[config.mk]
export PLATFORM = sky130hd
export DESIGN_NAME = rcdq_front_flat
export DESIGN_NICKNAME = d
export VERILOG_FILES = /design/src/hw/rtl/rcdq_pkg.sv /design/src/hw/rtl/rcdq_if.sv /design/src/hw/rtl/rcdq_front.sv /design/src/flat_wrapper.sv
export SDC_FILE = /design/constraint.sdc
export NUM_CORES = 1
export LEC_CHECK = 0
export ABC_AREA = 0
export BUFFER_PORTS_ARGS = -buffer_cell sky130_fd_sc_hd__buf_2
export CAP_MARGIN = 20
export CORE_ASPECT_RATIO = 1.25
export CORE_MARGIN = 1.5
export CORE_UTILIZATION = 30
export CTS_CLUSTER_DIAMETER = 100
export DETAILED_ROUTE_END_ITERATION = 16
export GPL_TIMING_DRIVEN = 0
export PLACE_DENSITY = 0.5
export SYNTH_ARGS = -nofsm -noshare
export SYNTH_HDL_FRONTEND = slang
export SYNTH_SLANG_ARGS = --single-unit
[constraint.sdc]
create_clock -name clk -period 4.4 [get_ports clk]
set_input_delay 0.44 -clock clk [delete_from_list [all_inputs] [get_ports clk]]
set_output_delay 0.44 -clock clk [all_outputs]
set_load 0.005 [all_outputs]
[src/hw/rtl/rcdq_pkg.sv]
// rcdq_pkg: shared constants, request codes and types of the recentering deque
// no dependencies; compiled first
`default_nettype none

package rcdq_pkg;

  localparam int DEF_DEPTH  = 256;
  localparam int CFG_W      = 9;
  localparam int SIZE_RESET = 256;
  localparam int SIZE_MIN   = 2;
  localparam int KIND_W     = 2;
  localparam int DATA_W     = 32;
  localparam int ENTRY_W    = 2 * DATA_W;
  localparam int FQ_DEPTH   = 2;

  localparam logic [KIND_W-1:0] KIND_PUSH_TAIL = 2'd0;
  localparam logic [KIND_W-1:0] KIND_PUSH_HEAD = 2'd1;
  localparam logic [KIND_W-1:0] KIND_POP       = 2'd2;

  typedef enum logic [1:0] {
    OP_PUSH_TAIL,
    OP_PUSH_HEAD,
    OP_POP,
    OP_NONE
  } op_t;

  typedef struct packed {
    op_t                      op;
    logic        [DATA_W-1:0] item_ref;
    logic signed [DATA_W-1:0] item_value;
  } req_t;

  typedef enum logic [1:0] {
    ST_IDLE,
    ST_MOVE,
    ST_PUSH,
    ST_POP
  } state_t;

endpackage

`default_nettype wire

[src/hw/rtl/rcdq_if.sv]
// rcdq_if: valid/ready channel interfaces for requests and results
// depends on rcdq_pkg for field widths
`default_nettype none

interface rcdq_in_if;
  import rcdq_pkg::*;
  logic                      valid;
  logic                      ready;
  logic        [KIND_W-1:0]  kind;
  logic        [DATA_W-1:0]  item_ref;
  logic signed [DATA_W-1:0]  item_value;

  modport source (output valid, kind, item_ref, item_value, input ready);
  modport sink   (input valid, kind, item_ref, item_value, output ready);
endinterface


`default_nettype wire

[src/hw/rtl/rcdq_front.sv]
// rcdq_front: accepts requests, decodes the kind and holds them in a short queue
// depends on rcdq_pkg and rcdq_if
`default_nettype none

module rcdq_front
  import rcdq_pkg::*;
(
  input  wire logic  clk,
  input  wire logic  rst_n,
  rcdq_in_if.sink    in_ch,
  output      logic  req_valid,
  output      req_t  req,
  input  wire logic  req_take
);

  localparam int PW = (FQ_DEPTH > 1) ? $clog2(FQ_DEPTH) : 1;
  localparam int CW = $clog2(FQ_DEPTH + 1);

  req_t            slot_r [FQ_DEPTH];
  logic [PW-1:0]   wptr_r, wptr_nxt;
  logic [PW-1:0]   rptr_r, rptr_nxt;
  logic [CW-1:0]   cnt_r, cnt_nxt;
  op_t             op_in;
  logic            push;

  always_comb begin
    unique case (in_ch.kind)
      KIND_PUSH_TAIL: op_in = OP_PUSH_TAIL;
      KIND_PUSH_HEAD: op_in = OP_PUSH_HEAD;
      KIND_POP:       op_in = OP_POP;
      default:        op_in = OP_NONE;
    endcase
  end

  assign in_ch.ready = (cnt_r != CW'(FQ_DEPTH));
  assign push        = in_ch.valid && in_ch.ready;
  assign req_valid   = (cnt_r != '0);
  assign req         = slot_r[rptr_r];

  always_comb begin
    wptr_nxt = wptr_r;
    rptr_nxt = rptr_r;
    cnt_nxt  = cnt_r;
    if (push) begin
      wptr_nxt = (wptr_r == PW'(FQ_DEPTH - 1)) ? '0 : wptr_r + PW'(1);
    end
    if (req_take) begin
      rptr_nxt = (rptr_r == PW'(FQ_DEPTH - 1)) ? '0 : rptr_r + PW'(1);
    end
    if (push && !req_take) begin
      cnt_nxt = cnt_r + CW'(1);
    end else if (!push && req_take) begin
      cnt_nxt = cnt_r - CW'(1);
    end
  end

  always_ff @(posedge clk) begin
    if (!rst_n) begin
      wptr_r <= '0;
      rptr_r <= '0;
      cnt_r  <= '0;
    end else begin
      wptr_r <= wptr_nxt;
      rptr_r <= rptr_nxt;
      cnt_r  <= cnt_nxt;
    end
  end

  always_ff @(posedge clk) begin
    if (push) begin
      slot_r[wptr_r] <= '{op: op_in, item_ref: in_ch.item_ref, item_value: in_ch.item_value};
    end
  end

endmodule

`default_nettype wire

[src/flat_wrapper.sv]
// flat-port wrapper written by rule: the top's interface ports become plain ports
module rcdq_front_flat import rcdq_pkg::*;
  (clk, rst_n, req_valid, req, req_take, in_ch_valid, in_ch_kind, in_ch_item_ref, in_ch_item_value, in_ch_ready);
  rcdq_in_if in_ch_i ();
  input  wire logic clk;
  input  wire logic rst_n;
  output      logic req_valid;
  output      req_t req;
  input  wire logic req_take;
  input wire logic [$bits(in_ch_i.valid)-1:0] in_ch_valid;
  input wire logic [$bits(in_ch_i.kind)-1:0] in_ch_kind;
  input wire logic [$bits(in_ch_i.item_ref)-1:0] in_ch_item_ref;
  input wire logic [$bits(in_ch_i.item_value)-1:0] in_ch_item_value;
  output wire logic [$bits(in_ch_i.ready)-1:0] in_ch_ready;
  assign in_ch_i.valid = in_ch_valid;
  assign in_ch_i.kind = in_ch_kind;
  assign in_ch_i.item_ref = in_ch_item_ref;
  assign in_ch_i.item_value = in_ch_item_value;
  assign in_ch_ready = in_ch_i.ready;
  rcdq_front u_core (.clk(clk), .rst_n(rst_n), .in_ch(in_ch_i), .req_valid(req_valid), .req(req), .req_take(req_take));
endmodule
# [After elaboration in Yosys (flattened, before gate mapping)]
# Memory sizes are Yosys's and may differ from the RTL's. A register that Yosys moved wholly into a read port is not among the register bits.
# Cells that the tools add are included.
# W data, S select, Z words.
[totals] reg_bits=4 latchBits=0 ramBits=132 rom_bits=0 output_inout_bits=68 memories=1
[classes] n_addsub=4 multipliers=0 div=0 magnitude_cmp=0 n_eq_ne=3 shifts=0 n_mux=9 bitwise=0 n_reduce_logical=8
[mem_list] name="u_core.slot_r" depth=2 width=66 read_ports=1 rd_ports_with_merged_regs=1 wr=1 line="rcdq_front.sv:19" rtl="req_t slot_r [FQ_DEPTH];"
[ops] op="$mux W1" n=6
[ops] op="$pmux W2 S3" n=1
[ops] op="$mux W2" n=2
[ops] op="$reduce_bool A2 Y1" n=2
[ops] op="$logic_and A1 B1 Y1" n=3
[ops] op="$add A1 B1 Y1 const B" n=2
[ops] op="$add A2 B1 Y2 const B" n=1
[ops] op="$eq A2 B1 Y1 const B" n=1
[ops] op="$eq A2 B2 Y1 const B" n=1
[ops] op="$logic_not A1 Y1" n=2
[ops] op="$logic_not A2 Y1" n=1
[ops] op="$ne A2 B2 Y1 const B" n=1
[ops] op="$sub A2 B1 Y2 const B" n=1

# [Longest topological paths before layout]
# Gate-level depths: netlist (run 1).
[logic_depth] depth_word=6 depth_mapped=6 ltp_nobuf=6

# [Least setup slack after synthesis (run 1)]
# Ideal clock, no wire load.
[synth_timing] kind="register -> register" startpoint="register u_core.cnt_r[0]" endpoint="memory u_core.slot_r[1][0] in the netlist's numbering (enable)" setup_time_ps=431 arrival_ps=2133 t_required_ps=3969 setup_slack_ps=1836 stages_incl_launch_ff=3 path_buffers=0 cell_sequence="dfxtp_1 nand2b_4 and3_1"
[synth_via] elab_chain_cells=4
[synth_rtl] item="start: declaration" line="rcdq_front.sv:22" rtl="logic [CW-1:0] cnt_r, cnt_nxt;"
[synth_rtl] item="start signal: assignment" line="rcdq_front.sv:65" rtl="cnt_r <= cnt_nxt;"
[synth_rtl] item="$ne A2 B2 Y1" line="rcdq_front.sv:35" rtl="assign in_ch.ready = (cnt_r != CW'(FQ_DEPTH));"
[synth_rtl] item="via in_ch_ready" line="flat_wrapper.sv:14" rtl="output wire logic [$bits(in_ch_i.ready)-1:0] in_ch_ready;"
[synth_rtl] item="$logic_and A1 B1 Y1" line="rcdq_front.sv:36" rtl="assign push = in_ch.valid && in_ch.ready;"
[synth_rtl] item="$mux W1" line="rcdq_front.sv:70" rtl="if (push) begin"
[synth_rtl] item="$mux W1 (implied by the code)" line="rcdq_front.sv:71" rtl="slot_r[wptr_r] <= '{op: op_in, item_ref: in_ch.item_ref, item_value: in_ch.item_value};"
[synth_rtl] item="end: declaration" line="rcdq_front.sv:19"
# The timed path passes the listed nets, and every way through them passes these cells.

==> results by stage, run 1 <==
Placed design:
- The final HPWL from detailed placement is 5.943 mm.
- The final estimated routing congestion in global placement is 0.6206.
- The post-place setup slack is approximately 2700 ps.
- In this run the tool buffered the top-level ports with about 140 buffer cells.
- The post-place instance area is approximately 0.0060 sq mm.

Synth:
- In this run, synthesis inferred about 130 flip-flops with an integrated enable.
- The cell type contributing the most total cell area after synthesis is sky130_fd_sc_hd__edfxtp_1.
- The cell area after technology mapping is roughly 0.0050 sq mm.
- The proportion of netlist area held by the largest area contributor is 78.98%.
- The async set or reset register ratio after synthesis is 0%.
- Yosys mapped the design onto 21 distinct sky130hd cell types.
- Yosys printed 0 warnings.
- The part of the Yosys area used for sequential elements is 80.98%.
- By area the synthesized netlist is led by sky130_fd_sc_hd__edfxtp_1 79%, sky130_fd_sc_hd__mux2_2 15%, sky130_fd_sc_hd__dfxtp_1 2.0%.
- When the netlist entered floorplanning its net count stood at about 300.
- The flip-flop and latch count after synthesis is about 140.
- The per-instance average area after synthesis is 21.73 sq um.
- For this run, the leading register cell type out of synthesis is sky130_fd_sc_hd__edfxtp_1.
- The post-synthesis cell count is approximately 230.
- The most common cell in the synthesized netlist is sky130_fd_sc_hd__edfxtp_1.
- Counting instances in the post-synthesis netlist gives the leading cell types as 132 x sky130_fd_sc_hd__edfxtp_1, 66 x sky130_fd_sc_hd__mux2_2, 5 x sky130_fd_sc_hd__dfxtp_1.

CTS:
- Hold repair after CTS inserted 0 buffers.
- The clock tree from TritonCTS is yes.
- The count of instances resized after the clock tree is built is 0.
- Clock tree synthesis inserted a total of 17 buffers.
- The number of clock sinks is approximately 140.
- Once the clock tree was built, the setup fixing pass inserted 0 buffers.
- The later pin in the worst-skew pair is clocked with a latency of between 400 and 500 ps.
- The largest buffer count on any clock path is 2.
- The clock-pin transition on the worst setup and hold timing paths is around 60 ps.
- The depth of the CTS H-tree is 4.
- The root buffer cell is sky130_fd_sc_hd__clkbuf_16.

STA:
- Setup repair after global routing left no endpoint under its margin.
- The setup-violating endpoint count in the final report is 0.
- The max-slew violation total from the final report is 0.
- On the final layout, the worst clock skew is about 8 ps.
- After layout, the worst setup slack is between 2000 and 2500 ps.
- At the pin with the least slew margin, the transition time is 306.4 ps.
- The worst hold slack after final layout is 217.5 ps.
- Based on the critical path, the design can be clocked at up to roughly 470 MHz.
- Adding up every negative setup slack in the final design gives 0 ps.
- The final-report hold violation count is 0.
- The normalized max-slew margin is roughly 80%.
- The minimum period implied by the final worst setup slack is around 2100 ps.
- The final period utilization is 47.97%.

Route:
- The via count normalized by instance count is 4.216.
- The routed layout has around 2,600 vias.
- The number of detailed-route iterations in the first pass is 4.
- The number of DRC markers after the initial detailed-route iteration is roughly 120.
- The number of nets with antenna violations after routing is 0.
- In the final routed layout, each cell accounts on average for roughly 15 microns.
- Wires add up to 9.046 mm.
- In the routed design, unresolved DRC markers number 0.

Worst setup path:
- Data arrives at the worst endpoint at about 1700 ps.
- For flop-to-flop paths, the worst setup slack is about 2800 ps.
- At the worst endpoint, the required time is 3960 ps.
- The critical path is of the reg2out type.
- Of all nets on the critical path, the largest fanout is 10.
- STA classifies the critical path startpoint as a flip-flop.
- The worst setup path is captured at an output pin.

Power and ir drop:
- The design draws 3.407 mW.
- Dividing total power by cell area gives a power density of between 500 and 600 mW/mm^2.
- The fraction of power consumed by combinational cells is a little under an eighth.
- The internal portion of total power is between 2 and 3 mW.
- The maximum vdd drop is ~0.00025 V.
- For this design the static power due to leakage is 2.468 nW.
- The switching power as a share of total power is a little over a fifth.
- The proportion of power drawn by flip-flops and latches is 47.2%.
- The clock network fraction of design power is between 40% and 50%.
- The power spent charging and discharging nets is ~0.74 mW.

Global route:
- For this run the aggregate overflow at the end of global routing stands at 0.
- The wire length of the first global-routing pass is 14.82 mm.
- The number of global-route vias before repair is around 3,000.
- Entering global routing, the biggest net connects 53 pins.
- The number of antenna violations at the first check in global routing came to 0.
- The global routing usage summed across all routing layers is 11.33%.

Floorplan:
- Once the floorplan was initialized, standard cells occupied between 30% and 40% of the core.
- The floorplan step set the die width to 118.7 microns.
- The region available for standard cell placement spans approximately 0.016 sq mm.
- The die covers around 0.018 sq mm.
- Row generation in the floorplan step produced 52 rows.
- about 140 I/O pins were placed.
- The vertical die dimension is 147.6 microns.

Cells and area:
- The final standard cell area without fillers is between 0.006 and 0.007 sq mm.
- The post-route netlist has 60.25% of its cells at a drive strength greater than 1.
- From synthesis to final layout, the design area changed by 31.69%.
- The antenna cell count is 0.
- The net count of the finished layout is about 460.

Outcome:
- The run finished with clean final reports.

Hold path:
- The tightest min-delay check is of the in2reg type.

Run:
- The number of max-cap violations is 0.
==> registers in the layout, summed over array words and instances, names as in the netlist, named ones only <==
register	flops
u_core.cnt_r	2
u_core.rptr_r	1
u_core.slot_r	132
u_core.wptr_r	1
==> critical path, stage by stage (launching register included) <==
cell                      delay [ps]
sky130_fd_sc_hd__dfxtp_1         350
sky130_fd_sc_hd__buf_4           240
sky130_fd_sc_hd__buf_6           190
sky130_fd_sc_hd__mux2_2          350
sky130_fd_sc_hd__buf_2           140
==> through the flow <==
stage,util (%),std cells
6_report,40.63,616
2_1_floorplan,-,231
3_3_place_gp,36.67,582
4_1_cts,40.63,616
3_5_place_dp,37.05,584
5_1_grt,40.63,616
==> cells by family (layout without fill, tap and decap cells) <==
| family | count (synthesis) | in the layout | share of synthesized area (%) |
|---|---|---|---|
| compound gates | 4 | 4 | 0.5984 |
| fa+ha+maj | 1 | 1 | 0.2493 |
| simple gates | 9 | 9 | 1.297 |
| xor+xnor | 3 | 3 | 0.5237 |
| buf+inv | 11 | 180 | 1.546 |
| mux | 66 | 66 | 14.81 |
| flops | 137 | 137 | 80.98 |
==> layout by cell type (no fill, tap or decap), types with 2 or more instances in the layout <==
cell and instances:
sky130_fd_sc_hd__buf_2 137, sky130_fd_sc_hd__edfxtp_1 132, sky130_fd_sc_hd__mux2_2 66, sky130_fd_sc_hd__clkbuf_16 17, sky130_fd_sc_hd__clkinv_1 6, sky130_fd_sc_hd__dfxtp_1 5, sky130_fd_sc_hd__buf_6 4, sky130_fd_sc_hd__and2_1 4
sky130_fd_sc_hd__bufinv_16 3, sky130_fd_sc_hd__clkbuf_1 2, sky130_fd_sc_hd__xor2_1 2, sky130_fd_sc_hd__clkinv_2 2, sky130_fd_sc_hd__inv_6 2, sky130_fd_sc_hd__buf_16 2
==> layer usage <==
metal	wire length [microns]	GRT usage (%)
met1	3592	12.00
met2	4695	19.62
met3	617	4.977
met4	140	4.880
met5	0	0
==> layout make-up <==
type                            count  area, sq um
Sequential cell                   137         4064
Fill cell                        1528         9657
Inverter                            2        10.01
Buffer                              9        70.07
Multi-Input combinational cell     83        882.1
Timing Repair Buffer              137        730.7
Clock buffer                       17        425.4
Tap cell                          216        270.3
Clock inverter                     15        156.4
==> final timing paths <==
kind / cells after the start / start / end
min reg2reg: 2 / u_core.cnt_r[1] / u_core.cnt_r[1]
max: 4 / flip-flop / req[11]
min: 1 / in_ch_item_ref[25] / u_core.slot_r[0][57]
max reg2reg: 3 / u_core.cnt_r[0] / u_core.slot_r[1][15]
==> power by group through the flow <==
stage                     Clock (mW)  Sequential, mW  Combinational [mW]
final                           1.39            1.61               0.407
after CTS                       1.43            1.61               0.423
after floorplan                    0            1.64               0.219
after detailed placement           0            1.64               0.421
after global routing            1.49            1.62               0.454
after global placement             0            1.65               0.397
No activity file was read; power rests on OpenSTA's default activity.
==> run 2: changes to the inputs <==
--- a/config.mk
+++ b/config.mk
@@ -14,7 +14,7 @@
 export CTS_CLUSTER_DIAMETER = 100
 export DETAILED_ROUTE_END_ITERATION = 16
 export GPL_TIMING_DRIVEN = 0
-export PLACE_DENSITY = 0.5
+export PLACE_DENSITY = 0.51
 export SYNTH_ARGS = -nofsm -noshare
 export SYNTH_HDL_FRONTEND = slang
 export SYNTH_SLANG_ARGS = --single-unit
==> constraint.sdc (replaced) <==
create_clock -name clk -period 1.9 [get_ports clk]
set_input_delay 0.19 -clock clk [delete_from_list [all_inputs] [get_ports clk]]
set_output_delay 0.19 -clock clk [all_outputs]
set_load 0.005 [all_outputs]
==> run 2 against run 1 <==
Total power rose by 130%; clock skew fell by 1.8 ps; hold slack got worse by 170 ps; setup slack got worse by 2200 ps; design area rose by 9.4%; sequential power rose by 130%; sequential cell count did not move; via count rose by 9.8%; core utilization rose by 3.8 points; largest power group unchanged.
==> results by stage, run 2 (synthesis gave the netlist of run 1 again) <==
STA:
- Based on the critical path, the design can be clocked at up to roughly 560 MHz.
- The setup-violating endpoint count in the final report is 0.
- The setup TNS is 0 ps.
- The worst path meets setup with roughly 110 ps of slack.
- At the pin with the least slew margin, the transition time is between 300 and 400 ps.
- The final period utilization is a little over nine tenths.
- The final-report hold violation count is 0.
- The setup clock skew after layout is between 6 and 7 ps.
- Setup repair after global routing left no endpoint under its margin.
- In this run the tightest slew margin relative to its limit is roughly three quarters.
- The minimum period implied by the final worst setup slack is between 1500 and 2000 ps.
- The max-slew violation total from the final report was 0.

Worst setup path:
- The critical path launch point type is a flip-flop.
- On the worst path, the slowest cell contributes a delay of 370 ps.
- The capture instance of the worst register-to-register path is u_core.slot_r[0][11].
- Data on the critical path is required at its endpoint by ~1700 ps.
- The number of cells on the critical path is 4.
- The worst register-to-register path begins at u_core.cnt_r[1].
- The largest fanout on the critical path is 10.
- The number of cells on the worst reg-to-reg path is 3.
- The type of element capturing the critical path is an output pin.
- The critical path ends at req[32].
- The slowest library cell on the worst path is sky130_fd_sc_hd__dfxtp_1.
- The number of buffers and inverters on the critical path is 3.
- The setup check on the worst reg-to-reg path leaves a slack of roughly 310 ps.
- The critical path's top delay family is buffers and inverters.
- Traced cell by cell, the critical path runs through buf_8 -> buf_6 -> mux2_2 -> buf_2.
- The critical path is of the reg2out type.
- The arrival time of the worst setup path is 1600 ps.

Global route:
- The wire length of the first global-routing pass is approximately 15 mm.
- The number of global-route vias before repair came to between 3,000 and 4,000.
- The largest net degree at the start of global routing is between 50 and 60.
- Global routing used about an eighth of the available tracks.
- The layer with the highest usage is met2.
- For this run the aggregate overflow at the end of global routing stands at 0.
- In the global route stage, met3 resource usage came out at between 4 and 5%.
- The number of antenna violations at the first check in global routing is 0.
- The met2 layer usage reported by global route is 21.19%.
- The met1 usage is about an eighth.

Cells and area:
- The count of nets after finishing is 526.
- In the layout the commonest cells are 137 x sky130_fd_sc_hd__buf_2, 132 x sky130_fd_sc_hd__edfxtp_1, 66 x sky130_fd_sc_hd__mux2_2, 66 x sky130_fd_sc_hd__dlygate4sd3_1, 17 x sky130_fd_sc_hd__clkbuf_16.
- The most common library cell in the layout ignoring fill and taps is sky130_fd_sc_hd__buf_2.
- 0 antenna diodes ended up in the layout.
- Counting flops per register, the top entry is u_core.slot_r.
- The filler-free cell count of the finished design is around 680.
- Of the cells placed in the final design, the portion with a size suffix greater than 1 is between 50% and 60%.
- The largest registers in the layout are u_core.slot_r x132, u_core.cnt_r x2.
- Measured on the finished design, the core utilization comes to 44.45%.
- Compared with the post-synthesis result, the final layout area differs by 44.05%.
- The total of fill cells in the finished design is between 1,000 and 1,500.
- The register with the most flip-flops in the layout has 132 of them.

Hold path:
- In this run the worst hold path is classified as in2reg.

Route:
- The total via count in the routed design is about 2,900.
- The via count normalized by instance count is between 4 and 5.
- The number of nets with antenna violations after routing is 0.
- Summed over all layers, the routed wires come to 9.736 mm.
- The detailed router finished its first iteration with 88 violations.
- Dividing the detail-routed wire length by the instance count gives 14.25 microns.
- In the routed design, unresolved DRC markers number 0.
- The number of detailed-route iterations in the first pass is 4.

CTS:
- The clock reaches the later pin of the worst-skew pair after between 400 and 500 ps.
- The number of clock buffers inserted by TritonCTS is 17.
- The number of clock sinks is 137.
- The clock tree from TritonCTS is yes.
- The tree is rooted in a sky130_fd_sc_hd__clkbuf_16.
- Counting along the longest clock path gives a buffer depth of 2.
- The H-tree was split into 4 levels.
- Clock-pin slew was measured on the worst setup and hold paths at about 50 ps.

Floorplan:
- The number of standard-cell rows in the floorplan is 52.
- Once the floorplan was initialized, standard cells occupied between 30% and 40% of the core.
- The full die area is 0.01752 sq mm.
- The top-level I/O count is approximately 140.
- The floorplan step set the die width to between 100 and 150 microns.
- The total area inside the core boundary comes to ~0.016 sq mm.
- The vertical die dimension is 147.6 microns.

Placed design:
- The number of cells in the design after placement is 584.
- Once detailed placement completed, the half-perimeter wirelength came to a little over 6 mm.
- The final estimated routing congestion in global placement is ~0.64.
- The post-place setup slack is -192.0 ps.
- Port buffering added between 100 and 150 buffers.

Run:
- Across the run, the number of max-cap violations was 0.

Power and ir drop:
- VDD sags by at most around 0.00054 V.
- The power density over the cells is 1063 mW/mm^2.
- In this run the static leakage power is roughly 2.7 nW.

Outcome:
- The run finished with clean final reports.
[run 2: worst min path at each step]
stage                         startpoint                   end  slack (ps)  cells past startpoint
floorplan            in_ch_item_value[0]   u_core.slot_r[0][0]         290                      0
global placement      in_ch_item_ref[29]  u_core.slot_r[1][61]         380                      1
detailed placement  in_ch_item_value[29]  u_core.slot_r[1][29]         380                      1
CTS                                rst_n       u_core.cnt_r[0]          20                      2
global route                       rst_n       u_core.cnt_r[0]          40                      2
finish                             rst_n       u_core.cnt_r[0]          40                      2
[run 2: power breakdown]
group	total, mW	internal [mW]	switching (mW)	leakage, nW
Clock	2.89	1.77	1.12	0.251
Sequential	3.73	3.66	0.0693	1.27
Combinational	1.06	0.573	0.491	1.19
Total	7.68	6.00	1.68	2.71
[run 2: routing by layer]
| metal | up-vias | share of wire [%] |
|---|---|---|
| met3 | 8 | 5.3 |
| met2 | 89 | 53 |
| met5 | - | 0 |
| li1 | 1357 | - |
| met1 | 1398 | 40 |
| met4 | 0 | 1.4 |
[run 2: cell type report]
class / instances / area [sq um] / area share [%]
clock inverters: 10 / 80.08 / 1.108
flip-flops and latches: 137 / 4065 / 56.23
multi-input cells: 83 / 882.1 / 12.20
plain buffers: 9 / 81.33 / 1.125
repair buffers: 204 / 1391 / 19.25
well taps: 216 / 270.3 / 3.738
clock buffers: 21 / 440.4 / 6.092
repair inverters: 1 / 7.507 / 0.1038
inverters: 2 / 11.26 / 0.1558
[run 2: repair_timing]
item,CTS,global route
hold buffers,66,0
endpoints found under the hold margin,132,0
endpoints found under the setup margin,51,9
gates resized for setup,2,2
cloned,1,0
setup buffers,1,0
[run 2: metrics by stage]
stage	area [sq um]	hold WS (ps)	power, mW
detailed placement	6022	381.4	4.767
global placement	5971	377.3	4.722
CTS	7222	24.70	7.825
floorplan	5025	288.9	4.292
finish	7229	44.65	7.685
global route	7229	36.12	8.035
